<file path="config.mk">
export PLATFORM = sky130hd
export DESIGN_NAME = hicolor_pixel_brighten_unit
export DESIGN_NICKNAME = d
export VERILOG_FILES = /design/src/design/hpb_pkg.sv /design/src/design/hpb_cfg_regs.sv /design/src/design/hpb_gun.sv /design/src/design/hicolor_pixel_brighten_unit.sv
export SDC_FILE = /design/constraint.sdc
export NUM_CORES = 1
export LEC_CHECK = 0
export ABC_CLOCK_PERIOD_IN_PS = 17000
export BUFFER_PORTS_ARGS = -buffer_cell sky130_fd_sc_hd__clkbuf_2
export CAP_MARGIN = 0
export CORE_ASPECT_RATIO = 1.75
export CORE_UTILIZATION = 30
export CTS_CLUSTER_SIZE = 25
export DETAILED_ROUTE_END_ITERATION = 8
export HOLD_SLACK_MARGIN = 0.1
export PLACE_DENSITY = 0.42
export SLEW_MARGIN = 20
export SYNTH_ARGS = -nofsm -noshare
export SYNTH_HDL_FRONTEND = slang
export SYNTH_SLANG_ARGS = --single-unit
</file>
<file path="constraint.sdc">
create_clock -name aclk -period 17 [get_ports aclk]
set_clock_uncertainty 0.1 [all_clocks]
set_input_delay 3.4 -clock aclk [delete_from_list [all_inputs] [get_ports aclk]]
set_output_delay 3.4 -clock aclk [all_outputs]
set_load 0.01 [all_outputs]
</file>
<file path="src/design/hpb_pkg.sv">
package hpb_pkg;

    localparam int PIX_W      = 16;
    localparam int RAMP_W     = 8;
    localparam int CFG_W      = 4;
    localparam int CFG_IDX_W  = 3;
    localparam int NUM_GUNS   = 3;
    localparam int GUN_MAX_W  = 8;
    localparam int S_TDATA_W  = 24;
    localparam int M_TDATA_W  = 16;

    localparam int GUN_RED    = 0;
    localparam int GUN_GREEN  = 1;
    localparam int GUN_BLUE   = 2;

    typedef struct packed {
        logic [CFG_W-1:0] bits;
        logic [CFG_W-1:0] shift;
    } gun_cfg_t;

    typedef gun_cfg_t [NUM_GUNS-1:0] gun_cfg_arr_t;

    typedef enum logic [CFG_IDX_W-1:0] {
        CFG_RED_BITS    = 3'd0,
        CFG_RED_SHIFT   = 3'd1,
        CFG_GREEN_BITS  = 3'd2,
        CFG_GREEN_SHIFT = 3'd3,
        CFG_BLUE_BITS   = 3'd4,
        CFG_BLUE_SHIFT  = 3'd5
    } cfg_idx_t;

    localparam logic [CFG_W-1:0] RED_BITS_RST    = 4'd5;
    localparam logic [CFG_W-1:0] RED_SHIFT_RST   = 4'd11;
    localparam logic [CFG_W-1:0] GREEN_BITS_RST  = 4'd6;
    localparam logic [CFG_W-1:0] GREEN_SHIFT_RST = 4'd5;
    localparam logic [CFG_W-1:0] BLUE_BITS_RST   = 4'd5;
    localparam logic [CFG_W-1:0] BLUE_SHIFT_RST  = 4'd0;

endpackage

</file>
<file path="src/design/hpb_cfg_regs.sv">
module hpb_cfg_regs
    import hpb_pkg::*;
(
    input  logic                 aclk,
    input  logic                 aresetn,
    input  logic                 cfg_we,
    input  logic [CFG_IDX_W-1:0] cfg_index,
    input  logic [CFG_W-1:0]     cfg_wdata,
    output gun_cfg_arr_t         gun_cfg
);

    gun_cfg_arr_t cfg_reg;
    gun_cfg_arr_t cfg_next;

    always_comb begin
        cfg_next = cfg_reg;
        if (cfg_we) begin
            case (cfg_idx_t'(cfg_index))
                CFG_RED_BITS:    cfg_next[GUN_RED].bits    = cfg_wdata;
                CFG_RED_SHIFT:   cfg_next[GUN_RED].shift   = cfg_wdata;
                CFG_GREEN_BITS:  cfg_next[GUN_GREEN].bits  = cfg_wdata;
                CFG_GREEN_SHIFT: cfg_next[GUN_GREEN].shift = cfg_wdata;
                CFG_BLUE_BITS:   cfg_next[GUN_BLUE].bits   = cfg_wdata;
                CFG_BLUE_SHIFT:  cfg_next[GUN_BLUE].shift  = cfg_wdata;
                default:         cfg_next = cfg_reg; // drop writes past the last register
            endcase
        end
    end

    always_ff @(posedge aclk) begin
        if (!aresetn) begin
            cfg_reg[GUN_RED].bits    <= RED_BITS_RST;
            cfg_reg[GUN_RED].shift   <= RED_SHIFT_RST;
            cfg_reg[GUN_GREEN].bits  <= GREEN_BITS_RST;
            cfg_reg[GUN_GREEN].shift <= GREEN_SHIFT_RST;
            cfg_reg[GUN_BLUE].bits   <= BLUE_BITS_RST;
            cfg_reg[GUN_BLUE].shift  <= BLUE_SHIFT_RST;
        end else begin
            cfg_reg <= cfg_next;
        end
    end

    assign gun_cfg = cfg_reg;

endmodule

</file>
<file path="src/design/hpb_gun.sv">
module hpb_gun
    import hpb_pkg::*;
(
    input  logic [PIX_W-1:0]  pixel,
    input  logic [RAMP_W-1:0] ramp,
    input  gun_cfg_t          cfg,
    output logic [PIX_W-1:0]  gun_out
);

    logic [CFG_W-1:0]     nbits;
    logic [CFG_W-1:0]     pad;
    logic [PIX_W-1:0]     shifted;
    logic [GUN_MAX_W:0]   mask_wide;
    logic [GUN_MAX_W-1:0] field;
    logic [GUN_MAX_W-1:0] g8;
    logic [2*GUN_MAX_W-1:0] prod;
    logic [GUN_MAX_W:0]   sum;
    logic [GUN_MAX_W-1:0] sat;
    logic [GUN_MAX_W-1:0] packed_gun;

    always_comb begin
        // widths above eight act as eight
        nbits     = (cfg.bits > CFG_W'(GUN_MAX_W)) ? CFG_W'(GUN_MAX_W) : cfg.bits;
        pad       = CFG_W'(GUN_MAX_W) - nbits;
        shifted   = pixel >> cfg.shift;
        mask_wide = ((GUN_MAX_W+1)'(1) << nbits) - (GUN_MAX_W+1)'(1);
        field     = shifted[GUN_MAX_W-1:0] & mask_wide[GUN_MAX_W-1:0];
        // left-align, zero-fill below
        g8        = field << pad;
        prod      = g8 * ramp;
        sum       = {1'b0, g8} + {1'b0, prod[2*GUN_MAX_W-1:GUN_MAX_W]};
        sat       = sum[GUN_MAX_W] ? {GUN_MAX_W{1'b1}} : sum[GUN_MAX_W-1:0];
        packed_gun = sat >> pad;
        gun_out   = {{(PIX_W-GUN_MAX_W){1'b0}}, packed_gun} << cfg.shift;
    end

endmodule

</file>
<file path="src/design/hicolor_pixel_brighten_unit.sv">
// Saturating brighten of packed hicolor pixels, one pixel per clock while the output is not stalled.
// Input stream (s_*): a transfer carries one pixel and its ramp byte.
// Output stream (m_*): one brightened pixel per input transfer, in order.
// A ramp of zero returns the pixel untouched; otherwise each colour gun is
// unpacked by its configured width and position, gains (gun*ramp)>>8 with
// saturation at full scale and is packed back in place.
// Pipeline: the input register, then the per-gun multiply and saturate into
// the result register. Throughput is one pixel per cycle while m_tready stays
// high, as each stage refills on every clock. When the receiver stalls, the
// result register holds and the input register still takes one more pixel;
// s_tready drops only when both are full. Gun widths and positions are written
// through cfg_we/cfg_index/cfg_wdata; the user must write them only while the
// stream is idle, which the block itself does not enforce. Reset (aresetn low,
// synchronous) empties both stages and loads the 5-6-5 layout: red at bit 11,
// green at 5, blue at 0.
module hicolor_pixel_brighten_unit
    import hpb_pkg::*;
(
    input  logic                 aclk,
    input  logic                 aresetn,
    input  logic                 cfg_we,
    input  logic [CFG_IDX_W-1:0] cfg_index,
    input  logic [CFG_W-1:0]     cfg_wdata,
    input  logic                 s_tvalid,
    output logic                 s_tready,
    input  logic [S_TDATA_W-1:0] s_tdata,  // [15:0] pixel_in, [23:16] ramp
    output logic                 m_tvalid,
    input  logic                 m_tready,
    output logic [M_TDATA_W-1:0] m_tdata   // [15:0] pixel_out
);

    gun_cfg_arr_t gun_cfg;

    logic              in_valid_reg, in_valid_next;
    logic [PIX_W-1:0]  in_pixel_reg;
    logic [RAMP_W-1:0] in_ramp_reg;
    logic              out_valid_reg, out_valid_next;
    logic [PIX_W-1:0]  out_pixel_reg;
    logic              advance;
    logic [PIX_W-1:0]  gun_out [NUM_GUNS];
    logic [PIX_W-1:0]  result;

    hpb_cfg_regs u_cfg (
        .aclk      (aclk),
        .aresetn   (aresetn),
        .cfg_we    (cfg_we),
        .cfg_index (cfg_index),
        .cfg_wdata (cfg_wdata),
        .gun_cfg   (gun_cfg)
    );

    for (genvar g = 0; g < NUM_GUNS; g++) begin : g_gun
        hpb_gun u_gun (
            .pixel   (in_pixel_reg),
            .ramp    (in_ramp_reg),
            .cfg     (gun_cfg[g]),
            .gun_out (gun_out[g])
        );
    end

    always_comb begin
        result = '0;
        for (int g = 0; g < NUM_GUNS; g++) begin
            result = result | gun_out[g];
        end
        if (in_ramp_reg == '0) begin
            result = in_pixel_reg;
        end
    end

    // result stage moves when empty or being drained
    assign advance  = !out_valid_reg || m_tready;
    assign s_tready = advance || !in_valid_reg;

    assign in_valid_next  = s_tready ? s_tvalid : in_valid_reg;
    assign out_valid_next = advance ? in_valid_reg : out_valid_reg;

    always_ff @(posedge aclk) begin
        if (!aresetn) begin
            in_valid_reg  <= 1'b0;
            out_valid_reg <= 1'b0;
        end else begin
            in_valid_reg  <= in_valid_next;
            out_valid_reg <= out_valid_next;
        end
    end

    always_ff @(posedge aclk) begin
        if (s_tready && s_tvalid) begin
            in_pixel_reg <= s_tdata[PIX_W-1:0];
            in_ramp_reg  <= s_tdata[PIX_W +: RAMP_W];
        end
        if (advance && in_valid_reg) begin
            out_pixel_reg <= result;
        end
    end

    assign m_tvalid = out_valid_reg;
    assign m_tdata  = out_pixel_reg;

endmodule

</file>
# ---- Word level (Yosys, flattened, before mapping)
# Cells that the tools add are included.
dict set report totals {
  regBits 66
  inputBits 36
  out_inout_bits 18
}
dict set report op_classes {
  n_addsub 9
  mul 3
  order_cmp 3
  n_eq_ne 5
  shift 15
  n_mux 7
  n_bitwise 5
  n_reduce_logical 14
}
# operator n
set op_table {}
lappend op_table {{multiplier 8 x 8 -> 16 bit} 3}
lappend op_table {{left shift 8 x 4 -> 16 bit} 3}
lappend op_table {{>> shifter 16 x 4 -> 8 bit} 3}
lappend op_table {{bitwise OR 16 bit} 2}
lappend op_table {{adder 8 x 8 -> 9 bit} 3}
lappend op_table {{AND 8 bit} 3}
lappend op_table {{two-way mux 8 bit} 3}
lappend op_table {{left shift 1 x 4 -> 8 bit, first input constant} 3}
lappend op_table {{left shift 8 x 4 -> 8 bit} 3}
lappend op_table {{>> shifter 8 x 4 -> 8 bit} 3}
lappend op_table {{subtractor 8 x 2 -> 8 bit, second input constant} 3}
lappend op_table {{two-way mux 16 bit} 1}
lappend op_table {{> comparator 4 bit, second input constant} 3}
lappend op_table {{two-way mux 4 bit} 3}
lappend op_table {{AND reduction 2 bit} 6}
lappend op_table {{subtractor 4 bit, first input constant} 3}
lappend op_table {{logical NOT 8 bit} 1}
lappend op_table {{== test 3 x 2 -> 1 bit, second input constant} 2}
lappend op_table {{== test 3 bit, second input constant} 2}
lappend op_table {{== test 3 x 1 -> 1 bit, second input constant} 1}
lappend op_table {{logical NOT 3 bit} 1}
lappend op_table {{logical AND 1 bit} 2}
lappend op_table {{logical NOT 1 bit} 2}
lappend op_table {{logical OR 1 bit} 2}

# ---- Depth between registers and ports, before layout
# Gate-level depths: netlist of run 1.
dict set report logic_depth {
  ltp_word 14
  depth_mapped 46
  depth_no_buf 43
}

# ---- Hierarchy
# Synthesis of run 1 repeated with hierarchy kept, for this count alone.
dict set report hier_totals {
  cells_unflattened 1794
  hier_area_um2 15014.4
}
# mod instances cells_each area_each_um2 seq_area_each_um2
set modules_own_cells {}
lappend modules_own_cells {{hpb_gun (g_gun[2].u_gun)} 1 539 4179.0 0.0}
lappend modules_own_cells {{hpb_gun (g_gun[0].u_gun)} 1 542 4162.7 0.0}
lappend modules_own_cells {{hpb_gun (g_gun[1].u_gun)} 1 535 4077.7 0.0}
lappend modules_own_cells {hicolor_pixel_brighten_unit 1 85 1630.3 1241.2}
lappend modules_own_cells {hpb_cfg_regs 1 93 964.7 480.5}

# ---- Worst setup path after synthesis of run 1
# OpenSTA, ideal clock, no wires.
dict set report synth_path {
  kind {register -> register}
  startpoint {register u_cfg.cfg_reg (netlist bit u_cfg.gun_cfg[23])}
  endpoint {register out_pixel_reg[13] (netlist: m_tdata[13]) (data pin)}
  setup_time_ns 0.261
  arrival_ns 9.877
  required_time_ns 16.639
  slack_ns 6.762
  path_stages_with_launch 44
  path_buffers 4
  cell_sequence {dfxtp_1 > nand2b_1 > clkbuf_1 > clkbuf_1 > ha_1 > ha_1 > nor2b_1 > inv_1 > ha_1 > or3_1 > o21ai_0 > a22oi_1 > or2_2 > a21oi_1 > nand2_1 > fa_1 > inv_1 > fa_1 > [8 not listed] > nand3_1 > o41ai_1 > o21bai_1 > a21oi_1 > xnor2_1 > ha_1 > clkbuf_1 > and2_1 > a311oi_1 > a21oi_1 > clkbuf_1 > o41ai_1 > a21oi_1 > a22o_1 > a221o_1 > a31oi_1 > o221ai_1 > o32a_1}
}
dict set report synth_via {
  elab_chain_cells 13
  elab_cells_between_ends 14
  classes_between {add/sub (3); mul (1); order compare (1); shift (4); mux (3); bitwise (2)}
}
# item line
set synth_lines {}
lappend synth_lines {{from (decl)} hpb_cfg_regs.sv:12} ;# gun_cfg_arr_t cfg_reg;
lappend synth_lines {{from (signal assigned)} hpb_cfg_regs.sv:39} ;# cfg_reg <= cfg_next;
lappend synth_lines {{> comparator 4 bit} hpb_gun.sv:23} ;# nbits = (cfg.bits > CFG_W'(GUN_MAX_W)) ? CFG_W'(GUN_MAX_W) : cfg.bits;
lappend synth_lines {{two-way mux 4 bit (*)} hpb_gun.sv:23}
lappend synth_lines {{left shift 1 x 4 -> 8 bit} hpb_gun.sv:26} ;# mask_wide = ((GUN_MAX_W+1)'(1) << nbits) - (GUN_MAX_W+1)'(1);
lappend synth_lines {{subtractor 8 x 2 -> 8 bit} hpb_gun.sv:26}
lappend synth_lines {{AND 8 bit} hpb_gun.sv:27} ;# field = shifted[GUN_MAX_W-1:0] & mask_wide[GUN_MAX_W-1:0];
lappend synth_lines {{left shift 8 x 4 -> 8 bit} hpb_gun.sv:29} ;# g8 = field << pad;
lappend synth_lines {{multiplier 8 x 8 -> 16 bit} hpb_gun.sv:30} ;# prod = g8 * ramp;
lappend synth_lines {{adder 8 x 8 -> 9 bit} hpb_gun.sv:31} ;# sum = {1'b0, g8} + {1'b0, prod[2*GUN_MAX_W-1:GUN_MAX_W]};
lappend synth_lines {{two-way mux 8 bit} hpb_gun.sv:32} ;# sat = sum[GUN_MAX_W] ? {GUN_MAX_W{1'b1}} : sum[GUN_MAX_W-1:0];
lappend synth_lines {{>> shifter 8 x 4 -> 8 bit (*)} hpb_gun.sv:33} ;# packed_gun = sat >> pad;
lappend synth_lines {{left shift 8 x 4 -> 16 bit (*)} hpb_gun.sv:34} ;# gun_out = {{(PIX_W-GUN_MAX_W){1'b0}}, packed_gun} << cfg.shift;
lappend synth_lines {{bitwise OR 16 bit (*)} hicolor_pixel_brighten_unit.sv:64} ;# result = result | gun_out[g];
lappend synth_lines {{two-way mux 16 bit (*)} hicolor_pixel_brighten_unit.sv:66} ;# if (in_ramp_reg == '0) begin
lappend synth_lines {{net result[13]} hicolor_pixel_brighten_unit.sv:41} ;# logic [PIX_W-1:0] result;
lappend synth_lines {{to (signal assigned)} hicolor_pixel_brighten_unit.sv:94} ;# out_pixel_reg <= result;
lappend synth_lines {{to (decl)} hicolor_pixel_brighten_unit.sv:38} ;# logic [PIX_W-1:0] out_pixel_reg;
# The timed path passes the listed nets; every way through them passes the cells marked *.
# A chain may end at the register's enable or synchronous reset.

# ---- Worst setup path after layout of run 1
dict set report layout_path {
  startpoint {register u_cfg.cfg_reg (netlist bit u_cfg.gun_cfg[23])}
  endpoint {register out_pixel_reg[14] (netlist: m_tdata[14]) (data pin)}
}
# The elaborated chain is that of the path after synthesis.

==> summary.txt, run 1 <==
Die H: 300.2 um
worst skew pair latency: 380 ps
global-route wire length before repair: 86260 um
cts bufs inserted: 9
FP Rows: 108
Detail Route Antenna Nets: 0
P&R area growth vs syn: 8.333%
Clock Path Buffers: 2
gp weighted congestion: 0.9303
CTS hold repair buffers: 0
placed cell areas: 16150 sq um
CTS tree: built
grt ovf: 0
max reg flops: 24
Placeable Area: 49860 sq um
GRT Total Usage: 0.2188
max_cap viols: 0
Critical Path RT: 17110 ps
RSZ-0062 raised after global routing: false
Boundary Pins: 54
Post-CTS Setup Inserts: 0
critical path class: reg2reg
via count: 14100
CP arrival: 12650 ps
Synth area leaders: fa_1, ha_1, edfxtp_1
DR pass1 iterations: 5
worst-margin pin slew: 1050 ps
hold path startpoint: u_cfg.gun_cfg[4]
Synth Instances: 1887
final setup fails: 0
dpl hpwl: 42910 um
CP delay by family, top: compound AO/OA/AOI/OAI gates
layout cell share with drive strength beyond 1: 0.1004
overall routed net length: 54590 um
htree depth: 3
post-route clock period utilization: 0.7375
hold depth: 2
fmax: 79.76 MHz
port bufs: 53
critical path endpoint category: flop
setup_tns: 0 ps
Yosys top cell area share: 0.1419
Slew HR: 0.2982
crit path max fanout: 21
Iteration-0 DRC Markers: 851
drt drc: 0
R2R Path Start: u_cfg.gun_cfg[23]
Resized Gates After CTS: 0
yosys warns: 0
largest net degree at the start of global routing: 35
fin crit period: 12540 ps
final net count: 2155
Seq cells post-synth: 66
DIE WIDTH: 172.4 um
CP max stage cell: nand2b_1
Max Slew Vio Count: 0
Worst Hold Class: reg2reg
Post-Place Cells: 2516
Synth cell types: 79
EDFF count, synth: 40
Final Hold Fails: 0
FF-to-FF path depth: 39
Peak VDD IR: 108.0 uV
status: finished clean
final instance area: 16510 sq um
ys flop type: edfxtp_1
Hold EP: u_cfg.gun_cfg[4]
syn avg cell area: 8.076 sq um
initial antenna violation count: 0
clk slew on worst S/H paths: 70 ps
root buffer cell: clkbuf_16
clk sinks: 66
Die Area: 51740 sq um
FFs w/ async S/R, synth: 0
Synth Cell Area: 15240 sq um
end of the worst register-to-register path: m_tdata[14]
Synth area leader: fa_1
CP Buf/Inv Count: 4
vias in the first global route: 14487
routed len/inst: 21.55 um
Setup crit start kind: flop
flop-to-flop setup slack: 4460 ps
Power Density: 171.0 nW/um^2
critical path's largest stage delay: 780 ps
Min Hold Slack: 437.9 ps
Starting Density: 0.3056
mean number of vias per cell: 5.567
Post-Layout Cell Count: 2533
Synthesized Nets: 2175
leakage: 7.339 nW
sequential share of the synthesized area: 0.1130
## power breakdown
part	internal (mW)	switching, mW	total [mW]
clock network	0.145	0.0895	0.234
registers	0.217	0.0275	0.244
logic	0.920	1.42	2.35
## synthesized netlist by cell type (14+ instances only)
| master | instances |
|---|---|
| fa_1 | 108 |
| a21o_1 | 15 |
| a211oi_1 | 36 |
| nand3_1 | 34 |
| o22ai_1 | 14 |
| o211ai_1 | 29 |
| and2_1 | 126 |
| a21oi_1 | 81 |
| nor4_1 | 17 |
| nand2_1 | 191 |
| clkbuf_1 | 101 |
| o21ai_0 | 50 |
| dfxtp_1 | 26 |
| o21a_1 | 20 |
| or3_1 | 14 |
| mux2_2 | 21 |
| and3_1 | 27 |
| edfxtp_1 | 40 |
| nor3_1 | 39 |
| xnor2_1 | 22 |
| a31oi_1 | 23 |
| ha_1 | 144 |
| nand2b_1 | 28 |
| mux2i_1 | 60 |
| nor2b_1 | 31 |
| mux4_2 | 37 |
| inv_1 | 181 |
| nor2_1 | 142 |
## through the flow
stage            util  total power [mW]  setup WS, ps
3_3_place_gp   0.3237             2.569          3773
4_1_cts        0.3310             2.822          4436
3_5_place_dp   0.3240             2.560          4497
2_1_floorplan       -             1.943          6762
6_report       0.3311             2.824          4462
5_1_grt        0.3311             3.097          3572
## worst register-to-register path, delay by kind of cell, from the launching register on
kind                     cells  cell delay (ps)
buffers and inverters        4              970
adder cells (fa/ha/maj)      8             3130
AND/OR/NAND/NOR             14             3170
XOR/XNOR                     1              140
flip-flops                   1              560
multiplexers                 1              160
AO/OA/AOI/OAI               11             4130
## area by class of cell
type	count	area, sq um
well taps	660	825.8
fillers	5286	33350
flip-flops and latches	66	1722
clock inverters	7	125.1
inverters	184	690.7
repair buffers	90	543.0
multi-input cells	1516	12380
clock buffers	9	225.2
diodes	1	2.502
## cells by family (layout without fill, tap and decap cells)
kind of cell / count (synthesis) / after routing / synth area share
muxes: 118 / 118 / 0.1096
AOI/OAI and AO/OA: 419 / 419 / 0.1951
adders and majority gates: 252 / 252 / 0.2601
and+or+nand+nor: 695 / 695 / 0.2281
buffers and inverters: 305 / 290 / 0.07578
other: 0 / 1 / 0
DFF: 66 / 66 / 0.1130
xor gates and xnor gates: 32 / 32 / 0.01839
## worst max path at each step
stage          slack (ps)              start  cells past startpoint     endpoint
2_1_floorplan        6760  u_cfg.gun_cfg[23]                     43  m_tdata[13]
3_3_place_gp         3770  u_cfg.gun_cfg[23]                     40  m_tdata[14]
3_5_place_dp         4500  u_cfg.gun_cfg[23]                     39  m_tdata[14]
4_1_cts              4440  u_cfg.gun_cfg[23]                     39  m_tdata[14]
5_1_grt              3570  u_cfg.gun_cfg[23]                     39  m_tdata[14]
6_report             4460  u_cfg.gun_cfg[23]                     39  m_tdata[14]
## per-layer routing
metal	GRT usage	vias to the layer above	wire, um
li1	-	6696	-
met1	0.2530	6932	21680
met2	0.4042	386	29180
met3	0.01501	86	1469
met4	0.09861	0	2265
met5	0	-	0
## layout by cell type (no fill, tap or decap), types with 39 or more instances in the layout
| cell | instances |
|---|---|
| a21oi_1 | 81 |
| and2_1 | 126 |
| clkbuf_2 | 53 |
| edfxtp_1 | 40 |
| fa_1 | 108 |
| ha_1 | 144 |
| inv_1 | 181 |
| mux2i_1 | 60 |
| nand2_1 | 191 |
| nor2_1 | 141 |
| nor3_1 | 39 |
| o21ai_0 | 50 |
(Power assumes the default switching activity.)
==> run 2: changes to the inputs <==
--- a/config.mk
+++ b/config.mk
@@ -5,7 +5,7 @@
 export SDC_FILE = /design/constraint.sdc
 export NUM_CORES = 1
 export LEC_CHECK = 0
-export ABC_CLOCK_PERIOD_IN_PS = 17000
+export ABC_CLOCK_PERIOD_IN_PS = 10550
 export BUFFER_PORTS_ARGS = -buffer_cell sky130_fd_sc_hd__clkbuf_2
 export CAP_MARGIN = 0
 export CORE_ASPECT_RATIO = 1.75
@@ -13,7 +13,7 @@
 export CTS_CLUSTER_SIZE = 25
 export DETAILED_ROUTE_END_ITERATION = 8
 export HOLD_SLACK_MARGIN = 0.1
-export PLACE_DENSITY = 0.42
+export PLACE_DENSITY = 0.43
 export SLEW_MARGIN = 20
 export SYNTH_ARGS = -nofsm -noshare
 export SYNTH_HDL_FRONTEND = slang
==> constraint.sdc (replaced) <==
create_clock -name aclk -period 10.55 [get_ports aclk]
set_clock_uncertainty 0.1 [all_clocks]
set_input_delay 2.11 -clock aclk [delete_from_list [all_inputs] [get_ports aclk]]
set_output_delay 2.11 -clock aclk [all_outputs]
set_load 0.01 [all_outputs]
==> run 2 against run 1 <==
Against the previous run:
- sequential cell count did not move
- via count rose by 4.4%
- cell count rose by 3.7%
- combinational power rose by 74%
- fmax rose by 23%
- critical path depth did not move
- first-iteration DRC count fell by 0.59%
- global-route usage rose by 0.46 points
- worst setup slack got worse by 4100 ps
- highest routed layer unchanged
==> summary.txt, run 2 (synthesized netlist as in run 1, its figures left out) <==
register area: 1730 sq um (+0.51%)
initial antenna violation count: 0 (unchanged)
Peak VDD IR: 171.0 uV (+58%)
Die Area: 51740 sq um (unchanged)
Critical Path End: m_tdata[13]
CTS hold repair buffers: 0 (unchanged)
CP startpoint: in_pixel_reg[10]
crit path max fanout: 14 (-33%)
routed len/inst: 21.50 um (-0.26%)
clk sinks: 66 (unchanged)
post-route clock period utilization: 0.9645 (+0.2270)
most common cell after layout, fill and taps aside: nand2_1
area of the multi-input gates: 12540 sq um (+1.4%)
Starting Density: 0.3056 (unchanged)
Detail Route Antenna Nets: 0 (unchanged)
drt drc: 0 (unchanged)
Critical Path RT: 10570 ps (-6540 ps)
P&R area growth vs syn: 14.37%
final setup fails: 0 (unchanged)
placed cell areas: 16750 sq um (+3.7%)
Final Hold Fails: 0 (unchanged)
FP Rows: 108 (unchanged)
final instance area: 17430 sq um (+5.6%)
gp weighted congestion: 0.9670 (+3.9%)
critical path's largest stage delay: 690 ps (-90 ps)
grt ovf: 0 (unchanged)
Slew HR: 0.3046 (+0.006394)
RSZ-0062 raised after global routing: true
most frequent cells in the layout: nand2_1, inv_1, ha_1
fillcell total: 5256 (-0.57%)
port bufs: 53 (unchanged)
Clock Path Buffers: 2 (unchanged)
mean number of vias per cell: 5.604 (+0.67%)
max reg flops: 24 (unchanged)
CP delay by family, top: compound AO/OA/AOI/OAI gates
Crit path depth: 39 (unchanged)
Die H: 300.2 um (unchanged)
Final Core Density: 0.3495 (+0.01844)
htree depth: 3 (unchanged)
Boundary Pins: 54 (unchanged)
flop-to-flop setup slack: 370 ps (-4090 ps)
Power Density: 278.0 nW/um^2 (+63%)
status: finished clean
cts bufs inserted: 9 (unchanged)
CTS tree: built
Iteration-0 DRC Markers: 846 (-0.59%)
DIE WIDTH: 172.4 um (unchanged)
vias in the first global route: 15281 (+5.5%)
largest net degree at the start of global routing: 34 (-2.9%)
Max Slew Vio Count: 0 (unchanged)
Worst Hold Class: reg2reg
Antenna diodes: 0 (-1)
end of the worst register-to-register path: m_tdata[13]
Setup crit start kind: flop
via count: 14715 (+4.4%)
CP max stage cell: edfxtp_1
critical path endpoint category: flop
Post-Layout Cell Count: 2626 (+3.7%)
GRT Total Usage: 0.2234 (+0.004578)
global-route wire length before repair: 87720 um (+1.7%)
Placeable Area: 49860 sq um (unchanged)
CP arrival: 10190 ps (-2460 ps)
worst setup margin: 374.1 ps (-4088 ps)
worst-margin pin slew: 1041 ps (-9.839 ps)
CP Buf/Inv Count: 6 (+2)
worst slack, placed: -410.4 ps (-4907 ps)
DR pass1 iterations: 6 (+1)
dpl hpwl: 45240 um (+5.4%)
fin crit period: 10180 ps (-2362 ps)
worst skew pair latency: 380 ps (about the same)
Post-Place Cells: 2593 (+3.1%)
fmax: 98.27 MHz (+23%)
R2R Path Start: in_pixel_reg[10]
overall routed net length: 56450 um (+3.4%)
leakage: 7.848 nW (+6.9%)
final net count: 2249 (+4.4%)
clk slew on worst S/H paths: 60 ps (about the same)
layout cell share with drive strength beyond 1: 0.1592 (+0.05878)
root buffer cell: clkbuf_16
FF-to-FF path depth: 39 (unchanged)
critical path class: reg2reg
max_cap viols: 0 (unchanged)
## run 2: changes by cell type in the layout (fill, tap and decap cells not counted), sizes merged
cell / delta
a21oi: +1
buf: +93
bufinv: -1
clkinv: -2
diode: -1
inv: +3
## run 2: how the worst min path moves through the flow
stage / from / to / cells after the start
after floorplan: in_valid_reg / m_tvalid / 1
after global placement: in_valid_reg / m_tvalid / 1
after detailed placement: u_cfg.gun_cfg[4] / u_cfg.gun_cfg[4] / 2
after CTS: u_cfg.gun_cfg[4] / u_cfg.gun_cfg[4] / 2
after global routing: in_valid_reg / m_tvalid / 1
final: u_cfg.gun_cfg[4] / u_cfg.gun_cfg[4] / 2
## run 2: per-layer routing
layer,up-vias,wire [um],global-route usage
met4,0,2978,0.1218
li1,6885,-,-
met3,143,1740,0.01501
met5,-,0,0
met2,453,30680,0.4220
met1,7234,21050,0.2421
## run 2: tightest hold or removal path, cell delays in order (launching register included)
cell and delay [ps]:
dfxtp_1 360, mux2i_1 80, nand2_1 50
## run 2: area by class of cell
class                   instances  area share
repair buffers                183     0.07502
clock inverters                 7    0.006102
inverters                     184     0.03963
well taps                     660     0.04738
flip-flops and latches         66     0.09928
clock buffers                   9     0.01292
multi-input cells            1517      0.7197
## run 2: power breakdown
part / internal [mW] / switching (mW) / total, mW
combinational: 1.68 / 2.43 / 4.10
clock: 0.212 / 0.144 / 0.355
sequential: 0.349 / 0.0367 / 0.386
total: 2.24 / 2.61 / 4.85
## run 2: repair_timing
| item | in CTS | in global routing |
|---|---|---|
| buffers inserted | 0 | 16 |
| gates resized for setup | 4 | 44 |
| setup endpoints to repair | 15 | 16 |
| pin swaps | 0 | 4 |
| cloned | 0 | 1 |
## run 2: per-stage QoR
| step | total power [mW] | TNS [ps] | hold slack [ps] |
|---|---|---|---|
| final | 4.845 | 0 | 421.7 |
| after global placement | 4.288 | -1969 | 398.5 |
| after CTS | 4.681 | 0 | 423.1 |
| after floorplan | 3.131 | 0 | 376.8 |
| after global routing | 5.254 | -149.1 | 462.2 |
| after detailed placement | 4.277 | -2331 | 403.4 |
